File: src/design/kmst_pkg.sv
// shared types and constants for the minimum spanning tree core
// no dependencies
`timescale 1ns / 1ps
`default_nettype none

package kmst_pkg;

	localparam int NODE_W     = 5;
	localparam int NODE_LIMIT = 32;
	localparam int CFG_W      = 6;
	localparam int STATUS_W   = 2;
	localparam int TOTAL_W    = 22;
	localparam int SUM_MAX    = 2097151;
	localparam int SUM_MIN    = -2097152;

	localparam logic OP_LOAD  = 1'b0;
	localparam logic OP_SOLVE = 1'b1;

	localparam logic [STATUS_W-1:0] ST_OK       = 2'd0;
	localparam logic [STATUS_W-1:0] ST_NOT_CONN = 2'd1;
	localparam logic [STATUS_W-1:0] ST_TOO_MANY = 2'd2;
	localparam logic [STATUS_W-1:0] ST_BAD_NODE = 2'd3;

	localparam logic REG_NODE_COUNT = 1'b0;

	typedef struct packed {
		logic              init_we;
		logic [NODE_W-1:0] init_node;
		logic              find_go;
		logic [NODE_W-1:0] find_node;
		logic              link_we;
		logic [NODE_W-1:0] link_child;
		logic [NODE_W-1:0] link_root;
	} uf_cmd_t;

	typedef struct packed {
		logic              done;
		logic [NODE_W-1:0] root;
	} uf_rsp_t;

endpackage

`default_nettype wire

File: src/design/kmst_ram.sv
// generic single-write, single-read ram with registered read data
// no dependencies
`timescale 1ns / 1ps
`default_nettype none

module kmst_ram #(
	parameter int WIDTH = 8,
	parameter int DEPTH = 32
) (
	input  logic                                    clk,
	input  logic                                    we,
	input  logic [((DEPTH > 1) ? $clog2(DEPTH) : 1)-1:0] waddr,
	input  logic [WIDTH-1:0]                        wdata,
	input  logic [((DEPTH > 1) ? $clog2(DEPTH) : 1)-1:0] raddr,
	output logic [WIDTH-1:0]                        rdata
);
	logic [WIDTH-1:0] mem_q [DEPTH];

	always_ff @(posedge clk) begin
		if (we) begin
			mem_q[waddr] <= wdata;
		end
		rdata <= mem_q[raddr];
	end
endmodule

`default_nettype wire

File: src/design/kmst_uf.sv
// union-find parent memory with a find walker, one pointer hop per cycle
// depends on kmst_pkg and kmst_ram
`timescale 1ns / 1ps
`default_nettype none

module kmst_uf #(
	parameter int DEPTH = 32
) (
	input  logic              clk,
	input  logic              arst_n,
	input  kmst_pkg::uf_cmd_t cmd,
	output kmst_pkg::uf_rsp_t rsp
);
	import kmst_pkg::*;

	localparam int PA_W = (DEPTH > 1) ? $clog2(DEPTH) : 1;

	typedef enum logic {F_IDLE, F_WALK} fstate_t;

	fstate_t        state_q;
	logic [PA_W-1:0] cur_q;
	logic [PA_W-1:0] rdata;
	logic [PA_W-1:0] raddr;
	logic            we;
	logic [PA_W-1:0] waddr;
	logic [PA_W-1:0] wdata;

	assign raddr = cmd.find_go ? cmd.find_node[PA_W-1:0] : rdata;
	assign we    = cmd.init_we | cmd.link_we;
	assign waddr = cmd.init_we ? cmd.init_node[PA_W-1:0] : cmd.link_child[PA_W-1:0];
	assign wdata = cmd.init_we ? cmd.init_node[PA_W-1:0] : cmd.link_root[PA_W-1:0];

	assign rsp.done = (state_q == F_WALK) && (rdata == cur_q);
	assign rsp.root = NODE_W'(cur_q);

	kmst_ram #(.WIDTH(PA_W), .DEPTH(DEPTH)) u_parent (
		.clk  (clk),
		.we   (we),
		.waddr(waddr),
		.wdata(wdata),
		.raddr(raddr),
		.rdata(rdata)
	);

	always_ff @(posedge clk or negedge arst_n) begin
		if (!arst_n) begin
			state_q <= F_IDLE;
			cur_q   <= '0;
		end else if (cmd.find_go) begin
			cur_q   <= cmd.find_node[PA_W-1:0];
			state_q <= F_WALK;
		end else if (state_q == F_WALK) begin
			if (rdata == cur_q) begin
				state_q <= F_IDLE;
			end else begin
				cur_q <= rdata;
			end
		end
	end
endmodule

`default_nettype wire

File: src/design/kruskal_min_spanning_tree_core.sv
// minimum spanning tree core: edge store, kruskal sequencer, result emission
// depends on kmst_pkg, kmst_ram and kmst_uf
//
//   channel   signals                                      transfer
//   command   start busy op node_a node_b weight           start & !busy
//   result    valid is_edge status total_weight            valid (one cycle)
//             edge_source edge_target last
//   config    psel penable pwrite paddr pwdata prdata      access phase
//
// during a load busy stays low and the next command may follow at once.
// the length of a solve grows with the edge count E, the node count n, the chosen
//   edges P and the walk hops of the finds, set by the one-read-port edge scans
//   and the parent memory walker.
// each solve starts with a sweep over max(N, MAX_EDGES) addresses that resets the
//   parent and mark memories; reset itself clears only control state.
// results come out one per valid cycle; the receiver cannot stall them.
`timescale 1ns / 1ps
`default_nettype none

module kruskal_min_spanning_tree_core #(
	parameter int MAX_NODES   = 32,
	parameter int MAX_EDGES   = 64,
	parameter int WEIGHT_BITS = 16
) (
	input  logic                                   clk,
	input  logic                                   arst_n,
	input  logic                                   start,
	output logic                                   busy,
	input  logic                                   op,
	input  logic [kmst_pkg::NODE_W-1:0]            node_a,
	input  logic [kmst_pkg::NODE_W-1:0]            node_b,
	input  logic signed [WEIGHT_BITS-1:0]          weight,
	output logic                                   valid,
	output logic                                   is_edge,
	output logic [kmst_pkg::STATUS_W-1:0]          status,
	output logic signed [kmst_pkg::TOTAL_W-1:0]    total_weight,
	output logic [kmst_pkg::NODE_W-1:0]            edge_source,
	output logic [kmst_pkg::NODE_W-1:0]            edge_target,
	output logic                                   last,
	input  logic                                   psel,
	input  logic                                   penable,
	input  logic                                   pwrite,
	input  logic [2:0]                             paddr,
	input  logic [31:0]                            pwdata,
	output logic [31:0]                            prdata,
	output logic                                   pready
);
	import kmst_pkg::*;

	localparam int PCAP   = (MAX_NODES < NODE_LIMIT) ? MAX_NODES : NODE_LIMIT;
	localparam int EA_W   = (MAX_EDGES > 1) ? $clog2(MAX_EDGES) : 1;
	localparam int EC_W   = $clog2(MAX_EDGES + 1);
	localparam int INIT_N = (PCAP > MAX_EDGES) ? PCAP : MAX_EDGES;
	localparam int IW     = $clog2(INIT_N + 1);
	localparam int CW     = (IW > CFG_W) ? IW : CFG_W;
	localparam int EW     = 2 * NODE_W + WEIGHT_BITS;
	localparam int ACC_W  = WEIGHT_BITS + NODE_W + 1;
	localparam int SAT_W  = (ACC_W > TOTAL_W) ? ACC_W : TOTAL_W;
	localparam logic signed [SAT_W-1:0] SAT_HI = SAT_W'(SUM_MAX);
	localparam logic signed [SAT_W-1:0] SAT_LO = SAT_W'(SUM_MIN);

	typedef enum logic [3:0] {
		S_IDLE, S_INIT, S_CHK_RD, S_CHK_DT, S_SEL_RD, S_SEL_DT, S_FIND_S, S_FIND_D,
		S_CONN, S_CONN_R0, S_CONN_I, S_SUM, S_OUT_RD, S_OUT_DT
	} state_t;

	state_t                   state_q;
	logic [CFG_W-1:0]         node_count_q;
	logic [CFG_W-1:0]         n_use;
	logic [EC_W-1:0]          count_q;
	logic [1:0]               flags_q;
	logic [IW-1:0]            idx_q;
	logic [IW-1:0]            take_q;
	logic [NODE_W-1:0]        picked_q;
	logic [NODE_W-1:0]        out_n_q;
	logic signed [ACC_W-1:0]  total_q;
	logic signed [SAT_W-1:0]  total_ext;
	logic signed [TOTAL_W-1:0] total_sat;
	logic                     have_prev_q;
	logic signed [WEIGHT_BITS-1:0] prev_w_q;
	logic [EA_W-1:0]          prev_i_q;
	logic                     best_found_q;
	logic signed [WEIGHT_BITS-1:0] best_w_q;
	logic [EA_W-1:0]          best_i_q;
	logic [NODE_W-1:0]        best_s_q;
	logic [NODE_W-1:0]        best_d_q;
	logic [NODE_W-1:0]        rs_q;
	logic [NODE_W-1:0]        r0_q;
	logic                     have_pk_q;
	logic [2*NODE_W-1:0]      pk_q;

	logic                     edge_we;
	logic [EW-1:0]            edge_wdata;
	logic [EW-1:0]            edge_rdata;
	logic [NODE_W-1:0]        rd_src;
	logic [NODE_W-1:0]        rd_dst;
	logic signed [WEIGHT_BITS-1:0] rd_w;
	logic [2*NODE_W-1:0]      rd_key;
	logic [2*NODE_W-1:0]      best_key;
	logic                     mark_we;
	logic [EA_W-1:0]          mark_waddr;
	logic                     mark_wdata;
	logic                     mark_rdata;
	logic                     load_bad;
	logic                     store_full;
	logic                     scan_end;
	logic                     sel_cand;
	logic                     sel_better;
	logic                     out_cand;
	logic                     out_better;
	logic                     out_last;
	uf_cmd_t                  uf_cmd;
	uf_rsp_t                  uf_rsp;

	// effective node count: zero acts as one, large values clamp
	always_comb begin
		if (node_count_q == '0) begin
			n_use = CFG_W'(1);
		end else if (node_count_q > CFG_W'(PCAP)) begin
			n_use = CFG_W'(PCAP);
		end else begin
			n_use = node_count_q;
		end
	end

	assign busy       = (state_q != S_IDLE);
	assign load_bad   = ({1'b0, node_a} >= n_use) || ({1'b0, node_b} >= n_use);
	assign store_full = (count_q == EC_W'(MAX_EDGES));
	assign edge_we    = (state_q == S_IDLE) && start && (op == OP_LOAD) && !load_bad
		&& !store_full;
	assign edge_wdata = (node_b < node_a) ? {node_b, node_a, weight} : {node_a, node_b, weight};

	assign rd_src   = edge_rdata[EW-1 -: NODE_W];
	assign rd_dst   = edge_rdata[WEIGHT_BITS +: NODE_W];
	assign rd_w     = edge_rdata[WEIGHT_BITS-1:0];
	assign rd_key   = {rd_src, rd_dst};
	assign best_key = {best_s_q, best_d_q};
	assign scan_end = (idx_q == IW'(count_q));

	// kruskal order: ascending weight, ties in load order
	assign sel_cand = !have_prev_q || (rd_w > prev_w_q)
		|| ((rd_w == prev_w_q) && (idx_q[EA_W-1:0] > prev_i_q));
	assign sel_better = !best_found_q || (rd_w < best_w_q);
	// output order: ascending (source, target) among marked edges
	assign out_cand   = mark_rdata && (!have_pk_q || (rd_key > pk_q));
	assign out_better = !best_found_q || (rd_key < best_key);
	assign out_last   = (NODE_W'(out_n_q + 1'b1) == picked_q);

	assign total_ext = SAT_W'(total_q);
	always_comb begin
		if (total_ext > SAT_HI) begin
			total_sat = TOTAL_W'(SAT_HI);
		end else if (total_ext < SAT_LO) begin
			total_sat = TOTAL_W'(SAT_LO);
		end else begin
			total_sat = TOTAL_W'(total_ext);
		end
	end

	kmst_ram #(.WIDTH(EW), .DEPTH(MAX_EDGES)) u_edges (
		.clk  (clk),
		.we   (edge_we),
		.waddr(count_q[EA_W-1:0]),
		.wdata(edge_wdata),
		.raddr(idx_q[EA_W-1:0]),
		.rdata(edge_rdata)
	);

	kmst_ram #(.WIDTH(1), .DEPTH(MAX_EDGES)) u_marks (
		.clk  (clk),
		.we   (mark_we),
		.waddr(mark_waddr),
		.wdata(mark_wdata),
		.raddr(idx_q[EA_W-1:0]),
		.rdata(mark_rdata)
	);

	kmst_uf #(.DEPTH(PCAP)) u_uf (
		.clk   (clk),
		.arst_n(arst_n),
		.cmd   (uf_cmd),
		.rsp   (uf_rsp)
	);

	always_comb begin
		uf_cmd     = '0;
		mark_we    = 1'b0;
		mark_waddr = idx_q[EA_W-1:0];
		mark_wdata = 1'b0;
		unique case (state_q)
			S_INIT: begin
				uf_cmd.init_we   = (idx_q < IW'(PCAP));
				uf_cmd.init_node = NODE_W'(idx_q);
				mark_we          = (idx_q < IW'(MAX_EDGES));
			end
			S_SEL_RD: begin
				uf_cmd.find_go   = scan_end;
				uf_cmd.find_node = best_s_q;
			end
			S_FIND_S: begin
				uf_cmd.find_go   = uf_rsp.done;
				uf_cmd.find_node = best_d_q;
			end
			S_FIND_D: begin
				if (uf_rsp.done && (uf_rsp.root != rs_q)) begin
					uf_cmd.link_we    = 1'b1;
					uf_cmd.link_child = uf_rsp.root;
					uf_cmd.link_root  = rs_q;
					mark_we           = 1'b1;
					mark_waddr        = best_i_q;
					mark_wdata        = 1'b1;
				end
			end
			S_CONN: begin
				uf_cmd.find_go   = 1'b1;
				uf_cmd.find_node = '0;
			end
			S_CONN_R0: begin
				uf_cmd.find_go   = uf_rsp.done && (n_use != CFG_W'(1));
				uf_cmd.find_node = NODE_W'(idx_q);
			end
			S_CONN_I: begin
				uf_cmd.find_go   = uf_rsp.done && (uf_rsp.root == r0_q)
					&& (CW'(idx_q + 1'b1) != CW'(n_use));
				uf_cmd.find_node = NODE_W'(idx_q + 1'b1);
			end
			default: begin
			end
		endcase
	end

	always_ff @(posedge clk or negedge arst_n) begin
		if (!arst_n) begin
			node_count_q <= CFG_W'(1);
		end else if (psel && penable && pwrite && pready && (paddr[2] == REG_NODE_COUNT)) begin
			node_count_q <= pwdata[CFG_W-1:0];
		end
	end

	assign pready = 1'b1;
	assign prdata = (paddr[2] == REG_NODE_COUNT) ? 32'(node_count_q) : '0;

	always_ff @(posedge clk or negedge arst_n) begin
		if (!arst_n) begin
			state_q      <= S_IDLE;
			count_q      <= '0;
			flags_q      <= '0;
			idx_q        <= '0;
			take_q       <= '0;
			picked_q     <= '0;
			out_n_q      <= '0;
			total_q      <= '0;
			have_prev_q  <= 1'b0;
			prev_w_q     <= '0;
			prev_i_q     <= '0;
			best_found_q <= 1'b0;
			best_w_q     <= '0;
			best_i_q     <= '0;
			best_s_q     <= '0;
			best_d_q     <= '0;
			rs_q         <= '0;
			r0_q         <= '0;
			have_pk_q    <= 1'b0;
			pk_q         <= '0;
			valid        <= 1'b0;
			is_edge      <= 1'b0;
			status       <= ST_OK;
			total_weight <= '0;
			edge_source  <= '0;
			edge_target  <= '0;
			last         <= 1'b0;
		end else begin
			valid <= 1'b0;
			unique case (state_q)
				S_IDLE: begin
					if (start) begin
						if (op == OP_SOLVE) begin
							idx_q   <= '0;
							state_q <= S_INIT;
						end else if (load_bad) begin
							flags_q[1] <= 1'b1;
						end else if (store_full) begin
							flags_q[0] <= 1'b1;
						end else begin
							count_q <= count_q + 1'b1;
						end
					end
				end
				S_INIT: begin
					if (idx_q == IW'(INIT_N - 1)) begin
						idx_q   <= '0;
						state_q <= S_CHK_RD;
					end else begin
						idx_q <= idx_q + 1'b1;
					end
				end
				S_CHK_RD: begin
					if (!scan_end) begin
						state_q <= S_CHK_DT;
					end else if (flags_q != 2'b00) begin
						valid        <= 1'b1;
						is_edge      <= 1'b0;
						status       <= flags_q[1] ? ST_BAD_NODE : ST_TOO_MANY;
						total_weight <= '0;
						edge_source  <= '0;
						edge_target  <= '0;
						last         <= 1'b1;
						count_q      <= '0;
						flags_q      <= '0;
						state_q      <= S_IDLE;
					end else begin
						take_q       <= '0;
						have_prev_q  <= 1'b0;
						total_q      <= '0;
						picked_q     <= '0;
						idx_q        <= '0;
						best_found_q <= 1'b0;
						state_q      <= (count_q == '0) ? S_CONN : S_SEL_RD;
					end
				end
				S_CHK_DT: begin
					// stored edges are rechecked against the current node count
					if ({1'b0, rd_dst} >= n_use) begin
						flags_q[1] <= 1'b1;
					end
					idx_q   <= idx_q + 1'b1;
					state_q <= S_CHK_RD;
				end
				S_SEL_RD: begin
					state_q <= scan_end ? S_FIND_S : S_SEL_DT;
				end
				S_SEL_DT: begin
					if (sel_cand && sel_better) begin
						best_found_q <= 1'b1;
						best_w_q     <= rd_w;
						best_i_q     <= idx_q[EA_W-1:0];
						best_s_q     <= rd_src;
						best_d_q     <= rd_dst;
					end
					idx_q   <= idx_q + 1'b1;
					state_q <= S_SEL_RD;
				end
				S_FIND_S: begin
					if (uf_rsp.done) begin
						rs_q    <= uf_rsp.root;
						state_q <= S_FIND_D;
					end
				end
				S_FIND_D: begin
					if (uf_rsp.done) begin
						if (uf_rsp.root != rs_q) begin
							total_q  <= total_q + ACC_W'(best_w_q);
							picked_q <= picked_q + 1'b1;
						end
						have_prev_q  <= 1'b1;
						prev_w_q     <= best_w_q;
						prev_i_q     <= best_i_q;
						take_q       <= take_q + 1'b1;
						idx_q        <= '0;
						best_found_q <= 1'b0;
						state_q      <= (IW'(take_q + 1'b1) == IW'(count_q)) ? S_CONN : S_SEL_RD;
					end
				end
				S_CONN: begin
					idx_q   <= IW'(1);
					state_q <= S_CONN_R0;
				end
				S_CONN_R0: begin
					if (uf_rsp.done) begin
						r0_q    <= uf_rsp.root;
						state_q <= (n_use == CFG_W'(1)) ? S_SUM : S_CONN_I;
					end
				end
				S_CONN_I: begin
					if (uf_rsp.done) begin
						if (uf_rsp.root != r0_q) begin
							valid        <= 1'b1;
							is_edge      <= 1'b0;
							status       <= ST_NOT_CONN;
							total_weight <= '0;
							edge_source  <= '0;
							edge_target  <= '0;
							last         <= 1'b1;
							count_q      <= '0;
							flags_q      <= '0;
							state_q      <= S_IDLE;
						end else if (CW'(idx_q + 1'b1) == CW'(n_use)) begin
							state_q <= S_SUM;
						end else begin
							idx_q <= idx_q + 1'b1;
						end
					end
				end
				S_SUM: begin
					valid        <= 1'b1;
					is_edge      <= 1'b0;
					status       <= ST_OK;
					total_weight <= total_sat;
					edge_source  <= '0;
					edge_target  <= '0;
					last         <= (picked_q == '0);
					idx_q        <= '0;
					best_found_q <= 1'b0;
					have_pk_q    <= 1'b0;
					out_n_q      <= '0;
					if (picked_q == '0) begin
						count_q <= '0;
						flags_q <= '0;
						state_q <= S_IDLE;
					end else begin
						state_q <= S_OUT_RD;
					end
				end
				S_OUT_RD: begin
					if (scan_end) begin
						valid        <= 1'b1;
						is_edge      <= 1'b1;
						status       <= ST_OK;
						total_weight <= '0;
						edge_source  <= best_s_q;
						edge_target  <= best_d_q;
						last         <= out_last;
						have_pk_q    <= 1'b1;
						pk_q         <= best_key;
						out_n_q      <= out_n_q + 1'b1;
						idx_q        <= '0;
						best_found_q <= 1'b0;
						if (out_last) begin
							count_q <= '0;
							flags_q <= '0;
							state_q <= S_IDLE;
						end
					end else begin
						state_q <= S_OUT_DT;
					end
				end
				S_OUT_DT: begin
					if (out_cand && out_better) begin
						best_found_q <= 1'b1;
						best_s_q     <= rd_src;
						best_d_q     <= rd_dst;
					end
					idx_q   <= idx_q + 1'b1;
					state_q <= S_OUT_RD;
				end
				default: begin
					state_q <= S_IDLE;
				end
			endcase
		end
	end
endmodule

`default_nettype wire

File: config.mk
export PLATFORM = sky130hd
export DESIGN_NAME = kruskal_min_spanning_tree_core
export DESIGN_NICKNAME = d
export VERILOG_FILES = /design/src/design/kmst_pkg.sv /design/src/design/kmst_ram.sv /design/src/design/kmst_uf.sv /design/src/design/kruskal_min_spanning_tree_core.sv
export SDC_FILE = /design/constraint.sdc
export NUM_CORES = 2
export LEC_CHECK = 0
export ABC_AREA = 1
export BUFFER_PORTS_ARGS = -buffer_cell sky130_fd_sc_hd__buf_2
export CAP_MARGIN = 20
export CORE_MARGIN = 2
export CORE_UTILIZATION = 25
export CTS_BUF_LIST = sky130_fd_sc_hd__clkbuf_16
export DETAILED_ROUTE_END_ITERATION = 16
export PLACE_DENSITY = 0.42
export SLEW_MARGIN = 20
export SYNTH_ARGS = -nofsm -noshare
export SYNTH_HDL_FRONTEND = slang
export SYNTH_SLANG_ARGS = --single-unit
File: constraint.sdc
create_clock -name clk -period 4.7 [get_ports clk]
set_input_delay 0.235 -clock clk [delete_from_list [all_inputs] [get_ports clk]]
set_output_delay 0.235 -clock clk [all_outputs]
set_load 0.03 [all_outputs]
==> results.cfg <==
[status]
status = complete, no violations

[flow_run]
maxCapViolations = 0

[placement]
place_area_um2 = 95100
dp_hpwl_mm = 172
placed_cells = 11603
numPortBuffers = 83
place.gp.congestion = 0.853

[timing]
rsz0062_at_grt = no
period_minus_slack_ns = 3.98
clock_skew_ns = 0.0788
slew_viol_final = 0
setup_viol = 0
finalCritPeriodShare_pct = 84.7
slew_headroom_pct = 18.7
fmax_mhz = 251
worst_pin_slew_ns = 1.22
tns_ns = 0
hold_violations = 0

[layout]
layout_commonest_cell = edfxtp_1
final_nets = 7438
final_design_area_no_fill_um2 = 102000
drive_above_1_share_pct = 10.7
final_cell_mix = 1888 x edfxtp_1, 1063 x nor2_1, 1003 x o21ai_0
layout.cells.non_filler = 12051
synthToLayoutAreaGrowth_pct = 17.0
final_util_pct = 29.3

[synthesis]
yosysWarnings = 0
synth_seq_area_share_pct = 70.8
synth_enable_flop_cells = 1888
postSynthAreaPerCell_um2 = 12.3
async_flop_share_pct = 8.79
synth_cells = 7140
ys_types = 69
ys_seq_elements = 2105
netlist_area_um2 = 87500
synthFlopType = edfxtp_1

[route]
final_antenna_net_count = 0
vias = 58288
drcViolationCount = 0
routed_wl_mm = 287
initialDrtViolationCount = 6054
firstDrtPassIters = 5
viasPerCell = 4.84
wl_per_cell_um = 23.8

[grt]
grt_max_degree = 173
grt_pass1_wl_mm = 410
overflow = 0
grt_pass1_vias = 56054
antenna_found_initial = 21
grt_usage_pct = 15.7

[floorplan]
die_area_um2 = 355000
die_w_um = 596
core_region_area_um2 = 349000
io_pins = 139
num_rows = 217
initial_utilization_pct = 25.1
die_h_um = 596

[hold_path]
hp-start = weight[7]
holdCritPathClass = input port to flop
hold_path_depth = 1
whs_endpoint = u_edges.mem_q[32][7]

[clock_tree]
numCtsBuffers = 228
cts_htree_levels = 4
cts.sinks = 2105
cts_tree = done
clkLatencyLatePin_ns = 0.92
clkTransAtPathRegs_ns = 0.07
ctsResizeCount = 0
cts-root-buf = clkbuf_16
clockBufferDepth = 4

[critical_path]
r2r-end = u_uf.u_parent.rdata[3]
r2r_cells = 17
critPathCaptureType = flop
worstReg2RegStart = idx_q[1]
crit_fanout = 20
required_ns = 5.52
startpoint_type = flop
worstSetupPathType = flop to flop
critPathArrivalTime_ns = 4.80
reg2reg_slack_ns = 0.72

[pwr]
peakVddDrop_mv = 0.404
power.leakage_nw = 34.4
power.density_nw_per_um2 = 508
sequential cells by signal (all words and copies together) (netlist names), 6 cells and up:
name                 count
u_uf.u_parent.mem_q    160
u_edges.rdata           26
total_weight            22
count_q                  7
prev_i_q                 6
u_marks.mem_q           64
pk_q                    10
u_edges.mem_q         1664
take_q                   7
total_ext               22
prev_w_q                16
node_count_q             6
best_w_q                16
idx_q                    7
best_i_q                 6
cell usage after synthesis (all sizes together) (4+ instances only):
cell / number / area (um^2)
nand3: 460 / 2350
o21bai: 5 / 37.5
nand2: 500 / 1920
o22ai: 117 / 732
inv: 433 / 1630
edfxtp: 1888 / 56700
a311o: 27 / 270
o221ai: 366 / 3210
xnor2: 15 / 131
buf: 106 / 661
a31oi: 7 / 43.8
a21boi: 4 / 30.0
dfxtp: 32 / 641
ha: 103 / 1290
clkinv: 5 / 20.0
dfrtp: 184 / 4600
o31ai: 10 / 80.1
nor2: 1141 / 4370
xor2: 23 / 209
nor4: 8 / 56.3
a221oi: 4 / 35.0
nand4: 28 / 190
clkbuf: 370 / 1390
a21oi: 143 / 719
nor3: 31 / 165
o21ai: 1024 / 5170
o211ai: 77 / 583
layout make-up:
class | count | area [um^2]
fill | 35292 | 247000
sequential | 2105 | 62000
multi-input combinational | 4146 | 22600
clock buffer | 235 | 5880
tap | 4599 | 5750
timing repair buffer | 347 | 3440
inverter | 438 | 1680
clock inverter | 172 | 1010
antenna | 9 | 22.5
kinds of logic after synthesis:
kind of cell    Yosys count  synth area share (%)
compound gates         1801                  12.6
xor+xnor                 38                 0.389
fa+ha+maj               104                  1.50
buf+inv                 914                  4.23
flops                  2105                  70.8
mux                       1                0.0129
other cells               2               0.00859
simple gates           2175                  10.4
metrics by stage:
step	worst slack (ns)	hold WS (ns)	power (mW)
after CTS	0.756	0.000644	52.5
after detailed placement	0.789	0.477	35.4
after global routing	0.328	0.0352	54.4
final	0.720	0.0780	52.0
after global placement	0.766	0.473	35.3
after floorplan	0.405	-0.0606	29.9
where the power goes:
part | switching (mW) | total (mW) | internal, mW
clock network | 7.50 | 16.9 | 9.41
registers | 0.877 | 21.9 | 21.0
logic | 9.68 | 13.2 | 3.53
total | 18.1 | 52.0 | 33.9
per-layer routing:
| layer | global-route usage (%) | vias up | wire [um] |
|---|---|---|---|
| li1 | - | 26503 | - |
| met1 | 23.4 | 29616 | 137000 |
| met2 | 23.7 | 1827 | 125000 |
| met3 | 2.55 | 342 | 18400 |
| met4 | 3.73 | 0 | 6800 |
| met5 | 0 | - | 0 |
worst max path at each step:
| stage | startpoint | to |
|---|---|---|
| CTS | idx_q[1] | u_uf.u_parent.rdata[3] |
| global placement | idx_q[1] | u_uf.u_parent.rdata[3] |
| detailed placement | idx_q[1] | u_uf.u_parent.rdata[0] |
| finish | idx_q[1] | u_uf.u_parent.rdata[3] |
| floorplan | node_a[4] | u_edges.mem_q[0][21] |
| global route | idx_q[1] | u_uf.u_parent.rdata[3] |
critical path: stages, from the launching register on:
cell	delay, ns
dfrtp_4	0.63
ha_1	0.32
nand3_2	0.13
nor2_1	0.13
nor2_1	0.07
nor2_1	0.22
nand2_1	0.09
nor2_1	0.11
nand3_1	0.13
nand2_2	0.16
nand2_2	0.18
o21ai_2	0.74
inv_2	0.39
nand3_1	0.24
nand3_1	0.14
nand2_1	0.08
nand2_1	0.05
nand2_1	0.08
what timing repair did:
| item | CTS | global route |
|---|---|---|
| buffers inserted | 0 | 0 |
| endpoints found under the hold margin | 254 | 55 |
| hold buffers | 29 | 1 |
| setup endpoints to repair | 0 | 0 |
Note: power is estimated with default switching activity, not from simulation.
